===== src/hw/rtl/sigrrip_pkg.sv =====
package sigrrip_pkg;

  // Cache geometry and predictor size. SETS and SIG_ENTRIES are powers of two.
  localparam int SETS        = 2048;
  localparam int WAYS        = 16;
  localparam int SIG_ENTRIES = 1024;
  localparam int AGE_BITS    = 2;

  // Fixed field widths of the channel words.
  localparam int SET_IDX_W = 11;
  localparam int HIT_WAY_W = 4;
  localparam int PC_W      = 22;
  localparam int CHOSEN_W  = 4;
  localparam int INS_AGE_W = 2;

  localparam int SET_W = $clog2(SETS);
  localparam int WAY_W = $clog2(WAYS);
  localparam int SIG_W = $clog2(SIG_ENTRIES);

  // The clearing pass sweeps both memories together.
  localparam int CLR_N = (SETS > SIG_ENTRIES) ? SETS : SIG_ENTRIES;
  localparam int CLR_W = $clog2(CLR_N);

  typedef logic [AGE_BITS-1:0] age_t;
  typedef logic [SIG_W-1:0]    sig_t;
  typedef logic [WAY_W-1:0]    way_t;
  typedef logic [SET_W-1:0]    set_t;
  typedef logic [1:0]          ctr_t;

  localparam age_t MAX_AGE = age_t'((1 << AGE_BITS) - 1);
  localparam ctr_t CTR_TOP = 2'd3;
  localparam ctr_t CTR_MID = 2'd2;

  typedef struct packed {
    age_t age;
    logic valid;
    logic reused;
    sig_t sig;
  } line_t;

  typedef line_t [WAYS-1:0] set_word_t;

  typedef struct packed {
    logic [SET_IDX_W-1:0] set_index;
    logic                 is_hit;
    logic [HIT_WAY_W-1:0] hit_way;
    logic [PC_W-1:0]      pc;
  } req_t;

  typedef struct packed {
    logic [CHOSEN_W-1:0]  chosen_way;
    logic                 evicted_valid;
    logic [INS_AGE_W-1:0] insert_age;
  } rsp_t;

  // Commands from the controller to the datapath.
  typedef struct packed {
    logic clr_we;
    logic capture;
    logic scan_en;
    logic pick_en;
    logic hit_wr;
    logic fill_wr;
  } cmd_t;

  // Status from the datapath to the controller.
  typedef struct packed {
    logic clr_last;
    logic is_hit;
  } sts_t;

endpackage


===== src/hw/rtl/sigrrip_ctrl.sv =====
module sigrrip_ctrl
  import sigrrip_pkg::*;
(
  input  logic clk,
  input  logic rst_n,
  input  logic in_valid,
  output logic in_ready,
  output logic out_valid,
  input  logic out_ready,
  input  sts_t sts,
  output cmd_t cmd
);

  typedef enum logic [2:0] {
    ST_CLEAR,
    ST_IDLE,
    ST_SCAN,
    ST_PICK,
    ST_FILL
  } state_t;

  state_t state_r, state_nxt;
  logic   out_valid_r, out_valid_nxt;
  logic   out_free;
  logic   finish;

  // The result register can take a new word when empty or being drained.
  assign out_free = !out_valid_r || out_ready;
  assign in_ready = (state_r == ST_IDLE);
  assign out_valid = out_valid_r;

  always_comb begin
    cmd         = '0;
    cmd.clr_we  = (state_r == ST_CLEAR);
    cmd.capture = (state_r == ST_IDLE) && in_valid;
    cmd.scan_en = (state_r == ST_SCAN) && !sts.is_hit;
    cmd.pick_en = (state_r == ST_PICK);
    cmd.hit_wr  = (state_r == ST_SCAN) && sts.is_hit && out_free;
    cmd.fill_wr = (state_r == ST_FILL) && out_free;
  end

  assign finish = cmd.hit_wr || cmd.fill_wr;

  always_comb begin
    state_nxt = state_r;
    case (state_r)
      ST_CLEAR: begin
        if (sts.clr_last) state_nxt = ST_IDLE;
      end
      ST_IDLE: begin
        if (in_valid) state_nxt = ST_SCAN;
      end
      ST_SCAN: begin
        if (!sts.is_hit) state_nxt = ST_PICK;
        else if (out_free) state_nxt = ST_IDLE;
      end
      ST_PICK: begin
        state_nxt = ST_FILL;
      end
      ST_FILL: begin
        if (out_free) state_nxt = ST_IDLE;
      end
      default: begin
        state_nxt = ST_CLEAR;
      end
    endcase
  end

  always_comb begin
    out_valid_nxt = out_valid_r;
    if (finish) out_valid_nxt = 1'b1;
    else if (out_ready) out_valid_nxt = 1'b0;
  end

  always_ff @(posedge clk) begin
    if (!rst_n) begin
      state_r     <= ST_CLEAR;
      out_valid_r <= 1'b0;
    end else begin
      state_r     <= state_nxt;
      out_valid_r <= out_valid_nxt;
    end
  end

endmodule


===== config.mk =====
export PLATFORM = sky130hd
export DESIGN_NAME = sigrrip_ctrl
export DESIGN_NICKNAME = d
export VERILOG_FILES = /design/src/hw/rtl/sigrrip_pkg.sv /design/src/hw/rtl/sigrrip_ctrl.sv
export SDC_FILE = /design/constraint.sdc
export NUM_CORES = 1
export LEC_CHECK = 0
export ABC_CLOCK_PERIOD_IN_PS = 1100
export BUFFER_PORTS_ARGS = -buffer_cell sky130_fd_sc_hd__buf_2
export CORE_AREA = 2 2 39 41
export CTS_CLUSTER_DIAMETER = 40
export CTS_CLUSTER_SIZE = 24
export DETAILED_ROUTE_END_ITERATION = 10
export DIE_AREA = 0 0 41 43
export PLACE_DENSITY_LB_ADDON = 0.05
export SETUP_SLACK_MARGIN = 0.02
export SYNTH_ARGS = -nofsm -noshare
export SYNTH_HDL_FRONTEND = slang
export SYNTH_SLANG_ARGS = --single-unit

===== constraint.sdc =====
create_clock -name clk -period 1.1 [get_ports clk]
set_clock_uncertainty 0.15 [all_clocks]
set_input_delay 0.165 -clock clk [delete_from_list [all_inputs] [get_ports clk]]
set_output_delay 0.165 -clock clk [all_outputs]
set_load 0.01 [all_outputs]

### Yosys cells after proc, flatten, opt, wreduce, memory -nomap -nowiden

Cells that the tools add are included.

* reduce and logical (&&, ||, !) cells: 12
* equal/unequal tests: 6
* mux-type cells: 7

Operators by type and width (number)
* one-hot mux 3 bit (5 select lines): 1
* two-way mux 3 bit: 4
* == test 3 x 2 -> 1 bit (second input constant): 2
* logical AND 1 bit: 5
* != test 2 bit (second input constant): 2
* == test 3 x 1 -> 1 bit (second input constant): 1
* == test 3 bit (second input constant): 1
* logical NOT 3 bit: 1
* logical NOT 1 bit: 2
* logical OR 1 bit: 2
* two-way mux 1 bit: 2
* AND reduction 2 bit: 1
* nonzero test 2 bit: 1

* output and inout port bits: 8
* register bits after elaboration: 4
* word-level logic and storage cells: 27

### Longest topological paths before layout

Gate-level depths: netlist of run 1.

* depth after elaboration: 5
* depth in mapped cells: 4
* mapped depth without buffers: 3

### Worst setup path after synthesis of run 1

OpenSTA, ideal clock, no wires.

* path kind: register to output
* start: register state_r[1]
* end: output cmd[3] (netlist bit)
* arrival: 0.922 ns
* path buffers: 0
* stages on the path, launching flop included: 3
* setup slack: -0.137 ns
* data required time: 0.785 ns
* path through: dfxtp_1 > inv_2 > nor4_1

RTL lines
* start: declaration: RTL line sigrrip_ctrl.sv:22 `state_t state_r, state_nxt;`
* start signal: assignment: RTL line sigrrip_ctrl.sv:80 `state_r <= state_nxt;`
* end: declaration: RTL line sigrrip_ctrl.sv:11 `output cmd_t cmd`

==> run metrics, run 1 <==
Worst-Margin Slew=219 ps; DPL Wire Length=623 um; Slew headroom=a little under nine tenths; Root Driver=clkbuf_4; Post-synth EDFFs=0; GR Overflow Total=0; syn avg cell area=approximately 8 um^2; critical path type=reg2out; pin count of the biggest net entering global routing=8; CP endpoint kind=output port; Layout Nets=67; H-tree Lvls=1; vias=338; cells after synthesis=34; post-route antenna net violation count=0; First DRT Iteration DRCs=1; Final Cycle Share=124%; Setup-failing EPs final=10; floorplan core area=1380 um^2; Slew Limit Fails=0; I/O Buffers=13; largest cells by area after synthesis=dfxtp_1 29%, nor3_1 7.3%, nand4b_1 6.4%; final WL=867 um; initial core utilization=around a fifth; Final Critical Period=1370 ps; Die W=roughly 41 um; clk buf depth=2; Pre-antenna DRT Iters=2; Synth area leader=dfxtp_1; GR Util All Layers=11.3%; Post-CTS Hold Buffers=0; IO Count=14; Yosys warning count=0; DIE HEIGHT=43 um; Cells after DPL=66; Mapped Nets=40; CP Buf/Inv Count=1; vias in the first global route=~330; Placer Congestion=~0.72; RSZ-0062 raised after global routing=yes; layout cell share with drive strength beyond 1=around 73%; Site Rows=14; first-pass GRT wire length=1.34 mm; total of max-cap violations=0; Async SR Flop Fraction=0%; CP max stage delay=about 370 ps; Hold Fails Final Rpt=0; vias per cell=between 4 and 5; Critical Path AT=between 1000 and 1500 ps; power density cells=~860 nW/um^2; layout overhead on the synthesized area=96.8%; VDD IR max=roughly 0.73 mV; Wirelength per Cell=11.6 um; CTS tree=done; critical path required time=between 700 and 800 ps; Final Non-Filler Cells=75; crit path cell chain=nand3b_1 -> nor3_2 -> buf_2; ys flop type=dfxtp_1; most instantiated cells after synthesis=4 x dfxtp_1, 4 x nor3_1; antenna violations before repair=0; Yosys reg bits=4; post-synth cell types=23; Total Die Area=about 1800 um^2; WHS=roughly 56 ps; DP Worst Slack=-123 ps; final core occ=38.8%; Reg clk slew, reported paths=roughly 40 ps; Startpoint Class=register; post-synthesis sequential area ratio=between 20% and 30%; Worst path top cell family by delay=flip-flops; top fanout value on the critical path=7; Cell Area, Synth=between 200 and 300 um^2; Yosys top cell area share=around 29%; failing checks=setup timing; Worst-Skew Late Latency=between 200 and 250 ps; antenna cells=0; LEAKAGE=between 0.2 and 0.25 nW; HP Class=in2reg; status=complete, but fails checks; Inserted Clock Buffers=3; DRC errors left=0; setup ws final=-269 ps; Max Freq=730 MHz; Slowest-stage cell, CP=dfxtp_4; Fill cells=between 150 and 200; CTS Sinks=4; setup_tns=-1980 ps
layout make-up:
type / count / area [um^2] / area share [%]
Timing Repair Buffer: 24 / 166 / 31.0
Tap cell: 16 / 20.0 / 3.73
Multi-Input combinational cell: 27 / 229 / 42.7
Sequential cell: 4 / 92.6 / 17.2
Inverter: 1 / 6.26 / 1.17
Clock buffer: 3 / 22.5 / 4.20
cells in the final DEF (no fill, tap or decap), drive strengths merged:
cell	netlist	routed
o21ai	1	1
clkbuf	1	3
nor2b	1	1
dfxtp	4	4
a211o	1	1
and3	1	1
nand3b	1	1
and2	1	1
buf	1	24
nor4	1	1
nor2	2	2
a21oi	3	3
nor3	4	4
inv	1	1
nand4b	2	2
nor3b	1	1
nand2b	3	3
or3	1	1
nand3	1	1
nand2	1	1
o21a	2	2
through the flow:
step	total power, mW	cell area, um^2
floorplan	0.220	302
global placement	0.270	408
detailed placement	0.269	408
CTS	0.464	503
global route	0.503	537
finish	0.464	537
where the power goes:
part	internal, mW	leakage (nW)	switching [mW]
Sequential	0.151	0.0353	0.0118
Clock	0.122	0.0138	0.0559
Combinational	0.0657	0.177	0.0575
per-layer routing:
layer	vias up	share of wire, %	track usage, %
met5	-	0	0
met4	0	0	4.00
met3	0	6.3	6.28
met2	13	54	17.8
met1	152	40	12.1
li1	173	-	-
flip-flops by register name, summed over array words and instances, names as in the netlist:
name and flops:
out_valid 1, state_r 3
worst paths after layout:
kind | from | end | slack (ps) | cells after the start
worst min-delay path | rst_n | state_r[1]$_SDFFE_PN0P_ | 60 | 3
worst max register to register | state_r[1]$_SDFFE_PN0P_ | state_r[0]$_SDFFE_PN0P_ | -140 | 4
worst min register to register | out_valid$_SDFFE_PN0P_ | state_r[1]$_SDFFE_PN0P_ | 460 | 3
worst max-delay path | state_r[2]$_SDFFE_PN0P_ | cmd[1] | -270 | 3
what timing repair did:
item,CTS,global route
endpoints found under the setup margin,11,11
pin swaps,5,4
gates resized for setup,11,6
buffers inserted,5,3
cell families after synthesis:
kind of cell           synth area share (%)
AOI/OAI and AO/OA                      17.4
buffers and inverters                  6.88
and+or+nand+nor                        46.3
DFF                                    29.4
worst min-delay path, delay by kind of cell:
family	cells	cell delay, ps
compound gates	1	30
simple gates	1	70
buf+inv	1	140
(Power assumes the default switching activity.)
==> inputs of run 2 (changes only) <==
--- a/config.mk
+++ b/config.mk
@@ -5,6 +5,7 @@
 export SDC_FILE = /design/constraint.sdc
 export NUM_CORES = 1
 export LEC_CHECK = 0
+export ABC_AREA = 1
 export ABC_CLOCK_PERIOD_IN_PS = 1100
 export BUFFER_PORTS_ARGS = -buffer_cell sky130_fd_sc_hd__buf_2
 export CORE_AREA = 2 2 39 41
==> run 2 against run 1 <==
  * The flow still finishes with violations (setup timing)
  * Setup slack improved by 2.6 ps
  * Sequential share of layout area fell by 1.0 points
  * Non-clock buffer count rose by 3
  * Largest cell class unchanged
  * Critical path type unchanged
==> run metrics, run 2 <==
setup ws final=-267 ps (+2.62 ps); H-tree Lvls=1 (unchanged); Post-synth EDFFs=0 (unchanged); Setup-failing EPs final=11 (+1); IO Count=14 (unchanged); Reg clk slew, reported paths=40 ps (about the same); max FFs per register=3 (unchanged); register bank with the most flops=state_r; GR Layer Usage met3=1.57% (-4.7 points); highest-count cells in the layout ignoring fill and taps=12 x buf_2, 11 x buf_4, 7 x nand2_1; DRC errors left=0 (unchanged); Yosys top cell area share=30.8% (+1.4 points); WHS=57.6 ps (+1.63 ps); Root Driver=clkbuf_4; Pre-antenna DRT Iters=4 (+2); total of max-cap violations=0 (unchanged); Worst-Skew Late Latency=240 ps (about the same); commonest non-fill, non-tap cell in the layout=buf_2; first-pass GRT wire length=1.26 mm (-5.7%); post-synth cell types=15 (-35%); Total Die Area=1760 um^2 (unchanged); ys flop type=dfxtp_1; DIE HEIGHT=43 um (unchanged); most instantiated cells after synthesis=8 x nand2_1, 7 x inv_1, 7 x nor2_1; Tot Pwr=0.724 mW (+56%); RSZ-0062 raised after global routing=yes; Placer Congestion=0.670 (-7.3%); failing checks=setup timing; clk buf depth=2 (unchanged); Layout Nets=80 (+19%); Final Critical Period=1370 ps (-2.62 ps); Mapped Nets=48 (+20%); cells after synthesis=42 (+24%); Max Freq=732 MHz (+0.19%); GR Util All Layers=10.9% (-0.37 points); critical path required time=780 ps (about the same); most numerous cell in the Yosys netlist=nand2_1; Synth area leader=dfxtp_1; syn avg cell area=6.20 um^2 (-23%); HP Class=in2reg; gr busiest metal=met2; DPL Wire Length=627 um (+0.75%); final instance area=571 um^2 (+6.3%); Post-CTS Hold Buffers=0 (unchanged); Die W=41 um (unchanged); power density cells=1270 nW/um^2 (+47%); Hold Fails Final Rpt=0 (unchanged); GR Overflow Total=0 (unchanged); Site Rows=14 (unchanged); CTS Sinks=4 (unchanged); LEAKAGE=0.280 nW (+24%); Cells after DPL=79 (+20%); Area after DPL=422 um^2 (+3.4%); critical path type=reg2out; vias=383 (+13%); pin count of the biggest net entering global routing=6 (-2); Cell Area, Synth=260 um^2 (-4.6%); top fanout value on the critical path=4 (-3); VDD IR max=0.537 mV (-27%); layout cell share with drive strength beyond 1=70.8% (-2.0 points); Yosys reg bits=4 (unchanged); Final Non-Filler Cells=88 (+17%); met2 usage=16.3% (-1.6 points); final core occ=41.2% (+2.4 points); final WL=913 um (+5.3%); largest cells by area after synthesis=dfxtp_1 31%, nand2_1 12%, inv_1 10%; First DRT Iteration DRCs=2 (+1); Startpoint Class=register; post-route antenna net violation count=0 (unchanged); Critical Path AT=1050 ps (about the same); Inserted Clock Buffers=3 (unchanged); antenna cells=0 (unchanged); Yosys warning count=0 (unchanged); antenna violations before repair=0 (unchanged); status=complete, but fails checks; DP Worst Slack=-87.9 ps (+35.3 ps); M1 GR Usage=12.5% (+0.44 points); Slew Limit Fails=0 (unchanged); Final Cycle Share=124% (-0.24 points); Worst-Margin Slew=190 ps (-29.2 ps); vias per cell=4.35 (-3.4%); Async SR Flop Fraction=0% (unchanged); vias in the first global route=337 (+0.90%); post-synthesis sequential area ratio=30.8% (+1.4 points); floorplan core area=1380 um^2 (unchanged); I/O Buffers=13 (unchanged); CP endpoint kind=output port; initial core utilization=18.8% (-0.90 points); CTS tree=done; setup_tns=-2130 ps (-149 ps); Wirelength per Cell=10.4 um (-10%); Slew headroom=87.2% (+1.9 points); layout overhead on the synthesized area=119%
run 2: power by group:
group | leakage, nW | internal, mW | switching (mW) | total, mW
sequential | 0.0353 | 0.165 | 0.0293 | 0.195
clock | 0.0138 | 0.122 | 0.0635 | 0.186
combinational | 0.231 | 0.173 | 0.170 | 0.344
run 2: logic make-up (layout without fill, tap and decap cells):
logic type	count (synthesis)	after routing	synth area share, %
compound gates	5	5	12.0
buf+inv	9	39	13.0
flops	4	4	30.8
simple gates	24	24	44.2
run 2: area by class of cell:
cell class                      instances  area [um^2]
Clock buffer                            3         22.5
Fill cell                             141          813
Inverter                                9         38.8
Multi-Input combinational cell         29          209
Sequential cell                         4         92.6
Tap cell                               16         20.0
Timing Repair Buffer                   27          188
run 2: path summary, 6_finish.rpt:
kind                                              start                 endpoint  slack (ps)  cells after the start
worst max-delay path            state_r[1]$_SDFFE_PN0P_                 in_ready        -270                      3
worst min-delay path                              rst_n  state_r[2]$_SDFFE_PN0P_          60                      3
worst max register to register  state_r[2]$_SDFFE_PN0P_  state_r[0]$_SDFFE_PN0P_        -190                      9
worst min register to register   out_valid$_SDFFE_PN0P_   out_valid$_SDFFE_PN0P_         420                      2
run 2: what timing repair did:
item / in CTS / in global routing
endpoints found under the setup margin: 10 / 12
pin swaps: 4 / 6
resized for setup: 7 / 14
buffers inserted: 4 / 2
endpoints found under the hold margin: 0 / 0
run 2: layer usage:
layer | vias up | wire length [um]
met5 | - | 0
met4 | 0 | 8
met3 | 2 | 39
met2 | 10 | 489
met1 | 175 | 376
li1 | 196 | -
run 2: worst max-delay path: stages, from the launching register on:
cell     delay [ps]
dfxtp_4         350
buf_4           150
nor3_4          160
buf_2           150
==> inputs of run 3 (changes only) <==
--- a/config.mk
+++ b/config.mk
@@ -13,7 +13,9 @@
 export CTS_CLUSTER_SIZE = 24
 export DETAILED_ROUTE_END_ITERATION = 10
 export DIE_AREA = 0 0 41 43
+export GPL_ROUTABILITY_DRIVEN = 0
 export PLACE_DENSITY_LB_ADDON = 0.05
+export REMOVE_ABC_BUFFERS = 1
 export SETUP_SLACK_MARGIN = 0.02
 export SYNTH_ARGS = -nofsm -noshare
 export SYNTH_HDL_FRONTEND = slang
==> run 3 against run 2 <==
  * The flow still finishes with violations (setup timing)
  * Count of clock-buffer cells in the layout stayed put
  * Critical path depth is 1 higher
  * Wire length is 13% lower
  * Fmax is 0.79% lower
  * Utilization is 4.0 points lower
  * Hold slack better by 5.8 ps
  * Clock power hardly changed
  * Combinational power is 12% lower
  * Sequential share of layout area is 1.5 points higher
  * Register-to-register slack hardly changed
  * Critical endpoint is now cmd[0]
  * Die area stayed put
  * Highest routed layer is now met3
  * Global-route usage is 0.089 points lower
==> run metrics, run 3 (synthesis results as in run 2) <==
register bank with the most flops=state_r; Worst-Skew Late Latency=230 ps (about the same); Startpoint Class=register; status=complete, but fails checks; commonest non-fill, non-tap cell in the layout=buf_2; highest-count cells in the layout ignoring fill and taps=13 x buf_2, 8 x nand2_1, 8 x buf_4; Root Driver=clkbuf_4; antenna cells=0 (unchanged); initial core utilization=18.8% (unchanged); Reg clk slew, reported paths=40 ps (about the same); First DRT Iteration DRCs=7 (+5); CTS Sinks=4 (unchanged); I/O Buffers=13 (unchanged); H-tree Lvls=1 (unchanged); Tot Pwr=0.674 mW (-6.9%); worst r2r src=state_r[0]$_SDFFE_PN0P_; VDD IR max=0.562 mV (+4.6%); clk buf depth=2 (unchanged); WHS=63.5 ps (+5.84 ps); Critical Path AT=1060 ps (about the same); Layout Nets=78 (-2.5%); GR Overflow Total=0 (unchanged); post-route antenna net violation count=0 (unchanged); RR Endpoint=state_r[0]$_SDFFE_PN0P_; Site Rows=14 (unchanged); Worst-Margin Slew=170 ps (-20.3 ps); CTS tree=done; total of max-cap violations=0 (unchanged); DP Worst Slack=-86.6 ps (+1.27 ps); failing checks=setup timing; Die W=41 um (unchanged); Total Die Area=1760 um^2 (unchanged); Inserted Clock Buffers=3 (unchanged); floorplan core area=1380 um^2 (unchanged); HP Class=in2reg; r2r setup slk=-180 ps (about the same); first-pass GRT wire length=1.31 mm (+3.9%); Max Freq=726 MHz (-0.79%); vias in the first global route=333 (-1.2%); Cells after DPL=79 (unchanged); CP endpoint kind=output port; pin count of the biggest net entering global routing=6 (unchanged); Slew Limit Fails=0 (unchanged); Final Cycle Share=125% (+0.99 points); R2R depth=8 (-1); CP Launch Point=state_r[1]$_SDFFE_PN0P_; critical path required time=780 ps (about the same); Setup-failing EPs final=10 (-1); critical path type=reg2out; Final Non-Filler Cells=86 (-2.3%); GR Util All Layers=10.8% (-0.089 points); Pre-antenna DRT Iters=4 (unchanged); Hold Fails Final Rpt=0 (unchanged); Final Critical Period=1380 ps (+10.9 ps); LEAKAGE=0.269 nW (-4.0%); Slew headroom=88.6% (+1.4 points); antenna violations before repair=0 (unchanged); Wirelength per Cell=9.26 um (-11%); setup ws final=-278 ps (-10.9 ps); layout cell share with drive strength beyond 1=60.0% (-11 points); vias per cell=4.19 (-3.8%); CP endpoint=cmd[0]; DPL Wire Length=585 um (-6.7%); vias=360 (-6.0%); top fanout value on the critical path=4 (unchanged); IO Count=14 (unchanged); final WL=796 um (-13%); max FFs per register=3 (unchanged); power density cells=1310 nW/um^2 (+3.0%); DRC errors left=0 (unchanged); setup_tns=-2060 ps (+75.3 ps); DIE HEIGHT=43 um (unchanged); RSZ-0062 raised after global routing=yes; layout overhead on the synthesized area=98.1%
## run 3: worst max-delay path, cell delays in order, from the launching register on
cell and delay, ps:
dfxtp_4 350, nor2_2 170, nand2_1 90, nor2_1 80
buf_2 130
## run 3: repair_timing
item | CTS | global route
setup endpoints to repair | 11 | 10
buffers inserted | 3 | 1
pin swaps | 3 | 3
resized for setup | 12 | 6
hold buffers | 0 | 0
## run 3: worst min path at each step
stage            from                 endpoint  slack (ps)  depth (start not counted)
2_1_floorplan  sts[0]   out_valid$_SDFFE_PN0P_         170                          2
3_3_place_gp    rst_n  state_r[2]$_SDFFE_PN0P_         310                          3
3_5_place_dp    rst_n  state_r[0]$_SDFFE_PN0P_         310                          3
4_1_cts         rst_n  state_r[0]$_SDFFE_PN0P_          60                          3
5_1_grt         rst_n  state_r[0]$_SDFFE_PN0P_          80                          3
6_report        rst_n  state_r[0]$_SDFFE_PN0P_          60                          3
## run 3: routing by layer
metal  track usage (%)  up-vias  part of all wire (%)
li1                  -      194                     -
met1              14.1      158                    45
met2              16.3        8                    49
met3              3.14        0                   5.8
met4              4.00        0                     0
met5                 0        -                     0
## run 3: per-stage QoR
step                utilization [%]  cell area (um^2)
CTS                            35.2               487
finish                         37.3               515
global placement               29.3               405
global route                   37.3               515
floorplan                         -               260
detailed placement             29.3               405
## run 3: final cells by class
| class | instances | area (um^2) |
|---|---|---|
| well taps | 16 | 20.0 |
| inverters | 9 | 36.3 |
| clock buffers | 3 | 22.5 |
| repair buffers | 25 | 170 |
| multi-input cells | 29 | 175 |
| flip-flops and latches | 4 | 91.3 |
| fillers | 154 | 868 |
## run 3: where the power goes
group	switching, mW	leakage [nW]	total (mW)	internal, mW
sequential	0.0244	0.0348	0.189	0.165
clock	0.0604	0.0138	0.183	0.122
combinational	0.148	0.220	0.302	0.154
